## src/rtl/core/rtucrc_pkg.sv

```systemverilog
package rtucrc_pkg;

  localparam int unsigned LenW  = 9;
  localparam int unsigned CrcW  = 16;
  localparam int unsigned ByteW = 8;

  // result status codes
  localparam logic [1:0] ST_OK      = 2'd0;
  localparam logic [1:0] ST_CRC_ERR = 2'd1;
  localparam logic [1:0] ST_UNSUP   = 2'd2;

  // frame side selections
  localparam logic SIDE_REQUEST  = 1'b0;
  localparam logic SIDE_RESPONSE = 1'b1;

  // read codes whose response carries a byte count
  localparam logic [7:0] FC_READ_COILS      = 8'h01;
  localparam logic [7:0] FC_READ_INPUT_REGS = 8'h04;

  // write and exception function codes; only the multi writes carry a byte count
  localparam logic [7:0] FC_WR_MULTI_COILS = 8'h0F;
  localparam logic [7:0] FC_WR_MULTI_REGS  = 8'h10;
  localparam logic [7:0] FC_WR_COIL        = 8'h05;
  localparam logic [7:0] FC_WR_REG         = 8'h06;
  localparam logic [7:0] FC_EXC_LO         = 8'h81;
  localparam logic [7:0] FC_EXC_HI         = 8'h86;
  localparam logic [7:0] FC_EXC_MULTI_COIL = 8'h8F;
  localparam logic [7:0] FC_EXC_MULTI_REG  = 8'h90;

  localparam logic [CrcW-1:0] CRC_INIT = 16'hFFFF;
  localparam logic [CrcW-1:0] CRC_POLY = 16'hA001;

  // one result item
  typedef struct packed {
    logic [1:0]       status;
    logic [LenW-1:0]  length;
    logic [ByteW-1:0] address;
    logic [ByteW-1:0] func;
    logic [CrcW-1:0]  crc;
  } rtucrc_result_t;

  // reflected crc table entry, a 256-entry constant table
  function automatic logic [CrcW-1:0] crc_tab(input logic [ByteW-1:0] idx);
    logic [CrcW-1:0] c;
    c = {8'h00, idx};
    for (int k = 0; k < 8; k++) begin
      c = c[0] ? ((c >> 1) ^ CRC_POLY) : (c >> 1);
    end
    return c;
  endfunction

  // one table step; the value is held with the first sent byte in the high half
  function automatic logic [CrcW-1:0] crc_step(input logic [CrcW-1:0] v,
                                               input logic [ByteW-1:0] b);
    logic [CrcW-1:0] s;
    logic [CrcW-1:0] r;
    s = {v[7:0], v[15:8]};
    r = {8'h00, s[15:8]} ^ crc_tab(s[7:0] ^ b);
    return {r[7:0], r[15:8]};
  endfunction

endpackage

```

## src/rtl/core/rtucrc_parser.sv

```systemverilog
module rtucrc_parser
  import rtucrc_pkg::*;
(
  input  logic                 clk,
  input  logic                 rst,
  input  logic                 side,
  input  logic                 restart_req,
  input  logic                 fire,
  input  logic [ByteW-1:0]     data_byte,
  output logic                 report,
  output rtucrc_result_t       result
);

  logic [LenW-1:0]  pos, pos_next;
  logic [CrcW-1:0]  crc, crc_next;
  logic [LenW-1:0]  exp_len, exp_len_next;
  logic [ByteW-1:0] addr, addr_next;
  logic [ByteW-1:0] func, func_next;
  logic [ByteW-1:0] ftb, ftb_next;

  logic [CrcW-1:0]  crc_b;
  logic             fc_short_req;
  logic             fc_count;
  logic             fc_fixed_rsp;
  logic             fc_exc;
  logic             body_en;
  logic [LenW-1:0]  body_len;
  logic [LenW:0]    pos_p2;
  logic [LenW:0]    len_w;

  // one crc step over the incoming byte
  assign crc_b = crc_step(crc, data_byte);

  // function code classes
  assign fc_short_req = (func >= FC_READ_COILS) && (func <= FC_WR_REG);
  assign fc_count     = (func == FC_WR_MULTI_COILS) || (func == FC_WR_MULTI_REGS);
  assign fc_fixed_rsp = (func == FC_WR_COIL) || (func == FC_WR_REG) || fc_count;
  assign fc_exc       = ((func >= FC_EXC_LO) && (func <= FC_EXC_HI)) ||
                        (func == FC_EXC_MULTI_COIL) || (func == FC_EXC_MULTI_REG);

  // frame length in force for this byte
  always_comb begin
    if (exp_len != '0) begin
      body_len = exp_len;
    end else if (fc_short_req) begin
      body_len = LenW'(8);
    end else begin
      body_len = LenW'(9) + LenW'(ftb);
    end
  end

  assign pos_p2 = {1'b0, pos} + (LenW+1)'(2);
  assign len_w  = {1'b0, body_len};

  // request header is complete at byte 7 with a known code
  assign body_en = (exp_len != '0) ||
                   ((side == SIDE_REQUEST) && (pos == LenW'(7)) &&
                    (fc_short_req || fc_count));

  // next state and report
  always_comb begin
    pos_next     = pos;
    crc_next     = crc;
    exp_len_next = exp_len;
    addr_next    = addr;
    func_next    = func;
    ftb_next     = ftb;
    report       = 1'b0;
    result       = '{status: ST_OK, length: body_len, address: addr,
                     func: func, crc: crc};
    if (fire) begin
      if (body_en) begin
        exp_len_next = body_len;
        if (pos_p2 < len_w) begin
          crc_next = crc_b;
          pos_next = pos + LenW'(1);
        end else if (pos_p2 == len_w) begin
          ftb_next = data_byte;
          pos_next = pos + LenW'(1);
        end else begin
          report        = 1'b1;
          result.status = ((ftb == crc[15:8]) && (data_byte == crc[7:0])) ?
                          ST_OK : ST_CRC_ERR;
        end
      end else if (side == SIDE_REQUEST) begin
        if (pos == LenW'(0)) addr_next = data_byte;
        if (pos == LenW'(1)) func_next = data_byte;
        if (pos < LenW'(6)) begin
          crc_next = crc_b;
          pos_next = pos + LenW'(1);
        end else if (pos == LenW'(6)) begin
          // byte count of a multi write is part of the crc
          ftb_next = data_byte;
          pos_next = LenW'(7);
          if (fc_count) crc_next = crc_b;
        end else begin
          report        = 1'b1;
          result.status = ST_UNSUP;
          result.length = LenW'(8);
        end
      end else begin
        crc_next = crc_b;
        if (pos == LenW'(0)) addr_next = data_byte;
        if (pos == LenW'(1)) func_next = data_byte;
        if (pos < LenW'(2)) begin
          pos_next = pos + LenW'(1);
        end else begin
          pos_next = LenW'(3);
          if ((func >= FC_READ_COILS) && (func <= FC_READ_INPUT_REGS)) begin
            exp_len_next = LenW'(5) + LenW'(data_byte);
          end else if (fc_fixed_rsp) begin
            exp_len_next = LenW'(8);
          end else if (fc_exc) begin
            exp_len_next = LenW'(5);
          end else begin
            report        = 1'b1;
            result.status = ST_UNSUP;
            result.length = LenW'(3);
            result.crc    = crc_b;
          end
        end
      end
      if (report) begin
        pos_next     = '0;
        crc_next     = CRC_INIT;
        exp_len_next = '0;
      end
    end
    if (restart_req) begin
      pos_next     = '0;
      crc_next     = CRC_INIT;
      exp_len_next = '0;
    end
  end

  // frame state registers
  always_ff @(posedge clk) begin
    if (rst) begin
      pos     <= '0;
      crc     <= CRC_INIT;
      exp_len <= '0;
      addr    <= '0;
      func    <= '0;
      ftb     <= '0;
    end else begin
      pos     <= pos_next;
      crc     <= crc_next;
      exp_len <= exp_len_next;
      addr    <= addr_next;
      func    <= func_next;
      ftb     <= ftb_next;
    end
  end

endmodule

```

## src/rtl/core/rtu_frame_delimiter_crc_check_unit.sv

```systemverilog
// channel  | direction | handshake               | payload
// s_axis   | in        | s_axis_tvalid/tready    | tdata: data_byte
// m_axis   | out       | m_axis_tvalid/tready    | tuser: frame_status; tdata: see port
// cfg      | in        | cfg_valid/cfg_ready     | cfg_data: frame_side
//
// one byte per cycle while no result is stalled: each byte is held in the input register, and the
// frame state and crc step update from it in a single table lookup.
// a result passes through the input register and then the result register before it shows on m_axis.
// a stalled result holds the parser; bytes that give no result pass while m_axis is free.
// rst (synchronous) clears frame state and selects the request side.
module rtu_frame_delimiter_crc_check_unit
  import rtucrc_pkg::*;
(
  input  logic        clk,
  input  logic        rst,
  input  logic        s_axis_tvalid,
  output logic        s_axis_tready,
  input  logic [7:0]  s_axis_tdata,   // [7:0] data_byte
  output logic        m_axis_tvalid,
  input  logic        m_axis_tready,
  output logic [1:0]  m_axis_tuser,   // [1:0] frame_status
  output logic [47:0] m_axis_tdata,   // [8:0] frame_length, [16:9] unit_address,
                                      // [24:17] function_code, [40:25] computed_crc
  input  logic        cfg_valid,
  output logic        cfg_ready,
  input  logic        cfg_data        // frame_side
);

  logic             in_valid;
  logic [ByteW-1:0] in_byte;
  logic             fire;
  logic             side;
  logic             cfg_we;
  logic             report;
  rtucrc_result_t   result;
  rtucrc_result_t   out_res;
  logic             out_valid;

  assign cfg_ready = 1'b1;
  assign cfg_we    = cfg_valid;

  // parser takes the held byte when the result register can take a result
  assign fire          = in_valid && (!out_valid || m_axis_tready);
  assign s_axis_tready = !in_valid || fire;

  // input register
  always_ff @(posedge clk) begin
    if (rst) begin
      in_valid <= 1'b0;
    end else if (s_axis_tready) begin
      in_valid <= s_axis_tvalid;
    end
  end

  always_ff @(posedge clk) begin
    if (s_axis_tready && s_axis_tvalid) begin
      in_byte <= s_axis_tdata;
    end
  end

  // side register
  always_ff @(posedge clk) begin
    if (rst) begin
      side <= SIDE_REQUEST;
    end else if (cfg_we) begin
      side <= cfg_data;
    end
  end

  rtucrc_parser u_parser (
    .clk         (clk),
    .rst         (rst),
    .side        (side),
    .restart_req (cfg_we),
    .fire        (fire),
    .data_byte   (in_byte),
    .report      (report),
    .result      (result)
  );

  // result register
  always_ff @(posedge clk) begin
    if (rst) begin
      out_valid <= 1'b0;
    end else if (fire && report) begin
      out_valid <= 1'b1;
    end else if (m_axis_tready) begin
      out_valid <= 1'b0;
    end
  end

  always_ff @(posedge clk) begin
    if (fire && report) begin
      out_res <= result;
    end
  end

  assign m_axis_tvalid = out_valid;
  assign m_axis_tuser  = out_res.status;
  assign m_axis_tdata  = {7'd0, out_res.crc, out_res.func, out_res.address,
                          out_res.length};

endmodule

```

## config.mk

```make
export PLATFORM = sky130hd
export DESIGN_NAME = rtu_frame_delimiter_crc_check_unit
export DESIGN_NICKNAME = d
export VERILOG_FILES = /design/src/rtl/core/rtucrc_pkg.sv /design/src/rtl/core/rtucrc_parser.sv /design/src/rtl/core/rtu_frame_delimiter_crc_check_unit.sv
export SDC_FILE = /design/constraint.sdc
export NUM_CORES = 1
export LEC_CHECK = 0
export BUFFER_PORTS_ARGS = -buffer_cell sky130_fd_sc_hd__buf_2
export CAP_MARGIN = 20
export CORE_ASPECT_RATIO = 0.8
export CORE_MARGIN = 2
export CORE_UTILIZATION = 50
export CTS_CLUSTER_DIAMETER = 30
export DETAILED_ROUTE_END_ITERATION = 7
export PLACE_DENSITY_LB_ADDON = 0.25
export SKIP_LAST_GASP = 1
export SLEW_MARGIN = 15
export SYNTH_ARGS = -nofsm -noshare
export SYNTH_HDL_FRONTEND = slang
export SYNTH_SLANG_ARGS = --single-unit
```

## constraint.sdc

```tcl
create_clock -name clk -period 10.1 [get_ports clk]
set_input_delay 2.02 -clock clk [delete_from_list [all_inputs] [get_ports clk]]
set_output_delay 2.02 -clock clk [all_outputs]
set_load 0.01 [all_outputs]
```

==> summary.md, run 1 <==
| Metric | Value |
|---|---|
| Max_slew headroom | `32.9%` |
| Peak per-stage delay on the critical path | `0.74 ns` |
| Pin count of the biggest net entering global routing | `44` |
| Least-Margin Pin Slew | `1.01 ns` |
| Complex-gate fraction of the synthesized area | `13.6%` |
| Critical Path Fanout Max | `43` |
| Total track usage | `22.9%` |
| Antenna viol nets, final | `0` |
| Share of layout cells above drive strength 1 | `16.5%` |
| Post-DP HPWL | `10,300 um` |
| RSZ-0062 raised after global routing | `false` |
| Starting density of the core | `51.0%` |
| CTS root buf | `clkbuf_16` |
| Yosys reg bits | `112` |
| Pwr dens | `143 nW/um^2` |
| Post-DR wirelength/cell | `18.4 um` |
| Syn-to-layout area delta | `10.4%` |
| Final #Nets | `636` |
| Post-synth EDFFs | `51` |
| P_sw | `0.000224 W` |
| Largest cells by area after synthesis | `edfxtp_1 26%, dfxtp_1 21%, mux2i_1 5.5%, xor2_1 4.5%, xnor2_1 4.2%` |
| CTS resizes | `0` |
| Clock skew | `0.00800 ns` |
| GRT overflow | `0` |
| F_max | `202 MHz` |
| Post-synthesis sequential area ratio | `47.0%` |
| Sequential power share | `53.0%` |
| Dominant cell type by area after synthesis | `edfxtp_1` |
| Synth Area in XOR/XNOR | `8.96%` |
| Routability cong. | `1.01` |
| Startpoint types | `flip-flop` |
| Synth Flop Type | `dfxtp_1` |
| H-tree Lvls | `3` |
| Share of total power in combinational logic | `6.4%` |
| Setup violation total in the final timing report | `0` |
| Post-synth top cells | `61 x dfxtp_1, 61 x nor2_1, 51 x edfxtp_1` |
| Design area | `6460 um^2` |
| Port buffer count | `58` |
| DRT iter0 DRCs | `442` |
| Hold crit path type | `flip-flop to flip-flop` |
| FF/Latch Area | `2750 um^2` |
| Fill cells | `1,023` |
| TritonCTS Buffers | `9` |
| Die W | `125 um` |
| Initial antenna violation count | `0` |
| Async SR Flop Fraction | `0%` |
| Adder-Cell Fraction of Synth Area | `3.21%` |
| Chip Height | `101 um` |
| Total Wirelength | `14,000 um` |
| Max-slew violations | `0` |
| Mapped cell area | `5850 um^2` |
| Cell variety after synth | `68` |
| Antenna cells | `0` |
| Max Cap Violations | `0` |
| Clock buffer depth | `2` |
| Worst vdd ir | `0.0000746 V` |
| Syn Inst Count | `571` |
| Row Count | `35` |
| Worst-path clk slew | `0.08 ns` |
| DIE AREA | `12,600 um^2` |
| Clock share of power | `40.7%` |
| Setup TNS | `0 ns` |
| Largest family of logic cells by synthesized area | `simple AND/OR/NAND/NOR gates` |
| Post-synthesis mux area share | `6.63%` |
| Vias in the first global route | `4,028` |
| TritonCTS clock tree | `built` |
| Post-CTS Setup Inserts | `0` |
| Vias after detailed routing | `4,402` |
| Worst setup EP type | `flip-flop` |
| Synth top area share | `26.2%` |
| Drt first pass iters | `5` |
| # DRC | `0` |
| Syn_area_per_cell | `10.2 um^2` |
| DR vias/cell | `5.79` |
| Clock period minus worst slack | `4.95 ns` |
| CTS Hold Bufs | `0` |
| WP buf/inv | `0` |
| Core area | `11,500 um^2` |
| Status | `complete, no violations` |
| Arrival time at the worst endpoint | `4.94 ns` |
| Worst EP required | `10.08 ns` |
| Post-DP Area | `6150 um^2` |
| Worst-path cell chain | `or3_4 > and4_1 > nor2_1 > a31oi_1 > ha_1 > and4_1 > o2111a_1 > nand3_1 > mux2i_1 > nor3_2 > nor3_2 > nand2_1 > nand2_2` |
| Clock sink count | `112` |
| Count of final hold-check violations | `0` |
| Sw Ratio | `24.3%` |
| Top Family by Delay on Critical Path | `simple AND/OR/NAND/NOR gates` |
| First-pass GRT wire length | `22,300 um` |
| Combined area of the multi-input logic cells | `2860 um^2` |
| YS warnings | `0` |
| Simple-gate share of the synthesized area | `15.8%` |
| Fin crit share | `49.1%` |
| Setup CP Type | `flip-flop to flip-flop` |
| Slowest-stage cell, CP | `nand2_2` |
| Leakage power figure | `2.58 nW` |
| Clock insertion delay at the later pin of the skew report | `0.36 ns` |
| P_int | `0.000700 W` |
| Io pins | `67` |
## flip-flops by register name, indices dropped and copies added (netlist names)
signal	count
in_byte	8
in_valid	1
m_axis_tdata	41
m_axis_tuser	2
m_axis_tvalid	1
side	1
u_parser.addr	8
u_parser.crc	16
u_parser.exp_len	9
u_parser.ftb	8
u_parser.func	8
u_parser.pos	9
## worst paths after layout
path,slack (ns),depth (start not counted),startpoint,end
setup / recovery,5.15,13,u_parser.func[0],m_axis_tdata[18]
hold / removal,0.43,0,u_parser.addr[3],m_axis_tdata[12]
hold reg to reg,0.43,0,u_parser.addr[3],m_axis_tdata[12]
setup reg to reg,5.15,13,u_parser.func[0],m_axis_tdata[18]
## worst reg2reg max path: cells and delay by family (launching register included)
| family | cells | cell delay [ns] |
|---|---|---|
| DFF | 1 | 0.39 |
| AOI/OAI and AO/OA | 2 | 0.52 |
| and+or+nand+nor | 9 | 2.97 |
| muxes | 1 | 0.28 |
| adders and majority gates | 1 | 0.38 |
## power groups by stage
stage / Clock, W / Sequential, W / Combinational, W
after floorplan: 0 / 0.000492 / 0.0000511
after global placement: 0 / 0.000500 / 0.0000557
after detailed placement: 0 / 0.000500 / 0.0000573
after CTS: 0.000381 / 0.000490 / 0.0000580
after global routing: 0.000398 / 0.000491 / 0.0000653
final: 0.000376 / 0.000490 / 0.0000588
## layout make-up
type | instances | area share (%)
Sequential cell | 112 | 42.6
Timing Repair Buffer | 60 | 4.72
Multi-Input combinational cell | 411 | 44.3
Clock buffer | 9 | 3.48
Inverter | 13 | 0.755
Tap cell | 148 | 2.87
Clock inverter | 7 | 1.32
## logic make-up after synthesis
kind of cell,Yosys count
muxes,38
buffers and inverters,54
xor gates and xnor gates,59
other,2
adders and majority gates,15
and+or+nand+nor,175
AOI/OAI and AO/OA,116
DFF,112
## per-layer routing
metal	vias to the layer above	global-route usage [%]	share of wire [%]
met1	2103	34.4	49
met2	176	32.9	43
met3	18	5.57	6.9
met5	-	0	0
met4	0	6.32	1.5
li1	2105	-	-
## stage by stage
stage	hold slack [ns]	utilization, %	setup slack, ns	std cells	total power (W)
after global placement	0.420	53.6	5.44	744	0.000556
after floorplan	0.408	-	5.70	577	0.000543
final	0.433	56.3	5.15	760	0.000924
after CTS	0.433	56.3	5.19	760	0.000928
after detailed placement	0.419	53.6	5.22	744	0.000557
after global routing	0.455	56.3	4.72	760	0.000954
## placed cells by master, fill, tap and decap left out, types with 4 or more instances in the layout
master / count
a211oi_1: 4
a21oi_1: 32
a2bb2oi_1: 16
a31oi_1: 11
and2_1: 5
and3_1: 6
buf_2: 58
clkbuf_16: 9
conb_1: 8
dfxtp_1: 61
edfxtp_1: 51
ha_1: 15
inv_1: 13
mux2_1: 5
mux2i_1: 32
nand2_1: 38
nand3_1: 11
nand4_1: 12
nor2_1: 61
nor4_1: 5
o21ai_0: 23
or3_1: 9
xnor2_1: 28
xor2_1: 30
Power figures use the tool's default switching activity.
==> run 2, diff against run 1 <==
- clock period: 10.1 -> 4.7 ns (I/O delays scaled with it)
==> run 2 against run 1 <==
Sequential share of layout area shrank 0.16 points. Non-clock buffer count grew 4. Critical endpoint is now u_parser.pos[6]. Largest cell class unchanged. Power grew 110%. Setup slack lost 4.5 ns. Register-to-register slack lost 4.5 ns. Hold slack is essentially flat. Sequential power grew 110%. Cell count grew 0.53%. Combinational power grew 110%. Critical path type unchanged. Design area grew 0.37%.
==> summary.md, run 2 (same netlist as run 1, synthesis figures left out) <==
| Metric | Value |
|---|---|
| Status | `complete, no violations` |
| Top Family by Delay on Critical Path | `simple AND/OR/NAND/NOR gates` |
| Setup TNS | `0 ns` |
| Vias in the first global route | `4,120` |
| # DRC | `0` |
| Setup violation total in the final timing report | `0` |
| Syn-to-layout area delta | `10.8%` |
| Final #Nets | `640` |
| Chip Height | `101 um` |
| Drt first pass iters | `5` |
| Port buffer count | `58` |
| TritonCTS clock tree | `built` |
| Post-layout util | `56.5%` |
| Vias after detailed routing | `4,403` |
| Antenna viol nets, final | `0` |
| Worst-path cell chain | `or3_4 > and4_1 > nor2_1 > a31oi_1 > ha_1 > and4_1 > o21ai_0 > a211oi_1 > a22o_1 > nor3_2 > nor3_2 > buf_4 > or4_4 > o31ai_1` |
| H-tree Lvls | `3` |
| WP buf/inv | `1` |
| RSZ-0062 raised after global routing | `false` |
| Leakage power figure | `2.60 nW` |
| Total track usage | `22.6%` |
| Peak per-stage delay on the critical path | `0.53 ns` |
| TritonCTS Buffers | `9` |
| Core area | `11,500 um^2` |
| Most frequent cells in the layout | `61 x nor2_1, 61 x dfxtp_1, 58 x buf_2, 51 x edfxtp_1, 38 x nand2_1` |
| Max-slew violations | `0` |
| Post-CTS Setup Inserts | `0` |
| DP Cell Count | `748` |
| Fin crit share | `85.4%` |
| Placement Setup Slack | `0.741 ns` |
| DIE AREA | `12,600 um^2` |
| Post-DR wirelength/cell | `18.2 um` |
| Worst vdd ir | `0.000207 V` |
| F_max | `249 MHz` |
| Initial antenna violation count | `0` |
| DR vias/cell | `5.76` |
| Critical Path Fanout Max | `12` |
| Io pins | `67` |
| Final worst setup slack | `0.686 ns` |
| Routability cong. | `1.03` |
| Starting density of the core | `51.0%` |
| CTS root buf | `clkbuf_16` |
| Clock period minus worst slack | `4.01 ns` |
| Pwr dens | `303 nW/um^2` |
| Worst setup EP type | `flip-flop` |
| Slowest-stage cell, CP | `or4_4` |
| Least-Margin Pin Slew | `0.975 ns` |
| DRT iter0 DRCs | `284` |
| Pin count of the biggest net entering global routing | `31` |
| Row Count | `35` |
| CTS Hold Bufs | `0` |
| Worst-path clk slew | `0.08 ns` |
| Clock skew | `0.00811 ns` |
| Count of final hold-check violations | `0` |
| Max reg flops | `41` |
| Power Total | `0.00196 W` |
| Hold crit path type | `flip-flop to flip-flop` |
| Max Cap Violations | `0` |
| Arrival time at the worst endpoint | `4.26 ns` |
| Worst EP required | `4.95 ns` |
| Clock insertion delay at the later pin of the skew report | `0.35 ns` |
| Total Wirelength | `13,900 um` |
| Final std cells w/o fill | `764` |
| Die W | `125 um` |
| GRT overflow | `0` |
| Max_slew headroom | `35.0%` |
| Clock sink count | `112` |
| CTS resizes | `0` |
| Antenna cells | `0` |
| First-pass GRT wire length | `22,200 um` |
| Fill cells | `996` |
| Clock buffer depth | `2` |
| Flop2flop setup slack | `0.69 ns` |
| Setup CP Type | `flip-flop to flip-flop` |
| Share of layout cells above drive strength 1 | `16.9%` |
| Startpoint types | `flip-flop` |
| Post-DP HPWL | `10,400 um` |
[run 2: layout make-up]
| class | count | area, um^2 | share of cell area, % |
|---|---|---|---|
| inverters | 13 | 48.8 | 0.752 |
| well taps | 148 | 185 | 2.85 |
| multi-input cells | 411 | 2850 | 44.0 |
| flip-flops and latches | 112 | 2750 | 42.4 |
| repair buffers | 64 | 335 | 5.17 |
| clock buffers | 10 | 229 | 3.53 |
| clock inverters | 6 | 81.3 | 1.25 |
[run 2: worst paths after layout]
kind	startpoint	endpoint	depth (start not counted)
setup / recovery	u_parser.func[0]	u_parser.pos[6]	14
hold / removal	u_parser.addr[0]	m_axis_tdata[9]	0
setup reg to reg	u_parser.func[0]	u_parser.pos[6]	14
hold reg to reg	u_parser.addr[0]	m_axis_tdata[9]	0
[run 2: where the power goes]
| part | internal [W] | total, W | leakage [nW] | switching, W |
|---|---|---|---|---|
| Sequential | 0.00103 | 0.00105 | 0.975 | 0.0000256 |
| Combinational | 0.0000516 | 0.000125 | 1.47 | 0.0000734 |
| Clock | 0.000423 | 0.000786 | 0.150 | 0.000362 |
| Total | 0.00150 | 0.00196 | 2.60 | 0.000461 |
[run 2: worst register-to-register path, delay by kind of cell, from the launching register on]
family          cells  cell delay, ns
buf+inv             1            0.23
flops               1            0.38
fa+ha+maj           1            0.35
compound gates      5            0.91
simple gates        7            2.04
[run 2: metrics by stage]
step	hold slack [ns]	cell area, um^2
6_report	0.433	6490
5_1_grt	0.456	6490
4_1_cts	0.439	6490
3_5_place_dp	0.421	6180
3_3_place_gp	0.417	6180
2_1_floorplan	0.408	5870
[run 2: per-layer routing]
layer	GRT usage [%]	share of wire, %
met1	33.4	48
met2	33.9	43
met3	4.19	6.8
met4	6.84	2.3
met5	0	0
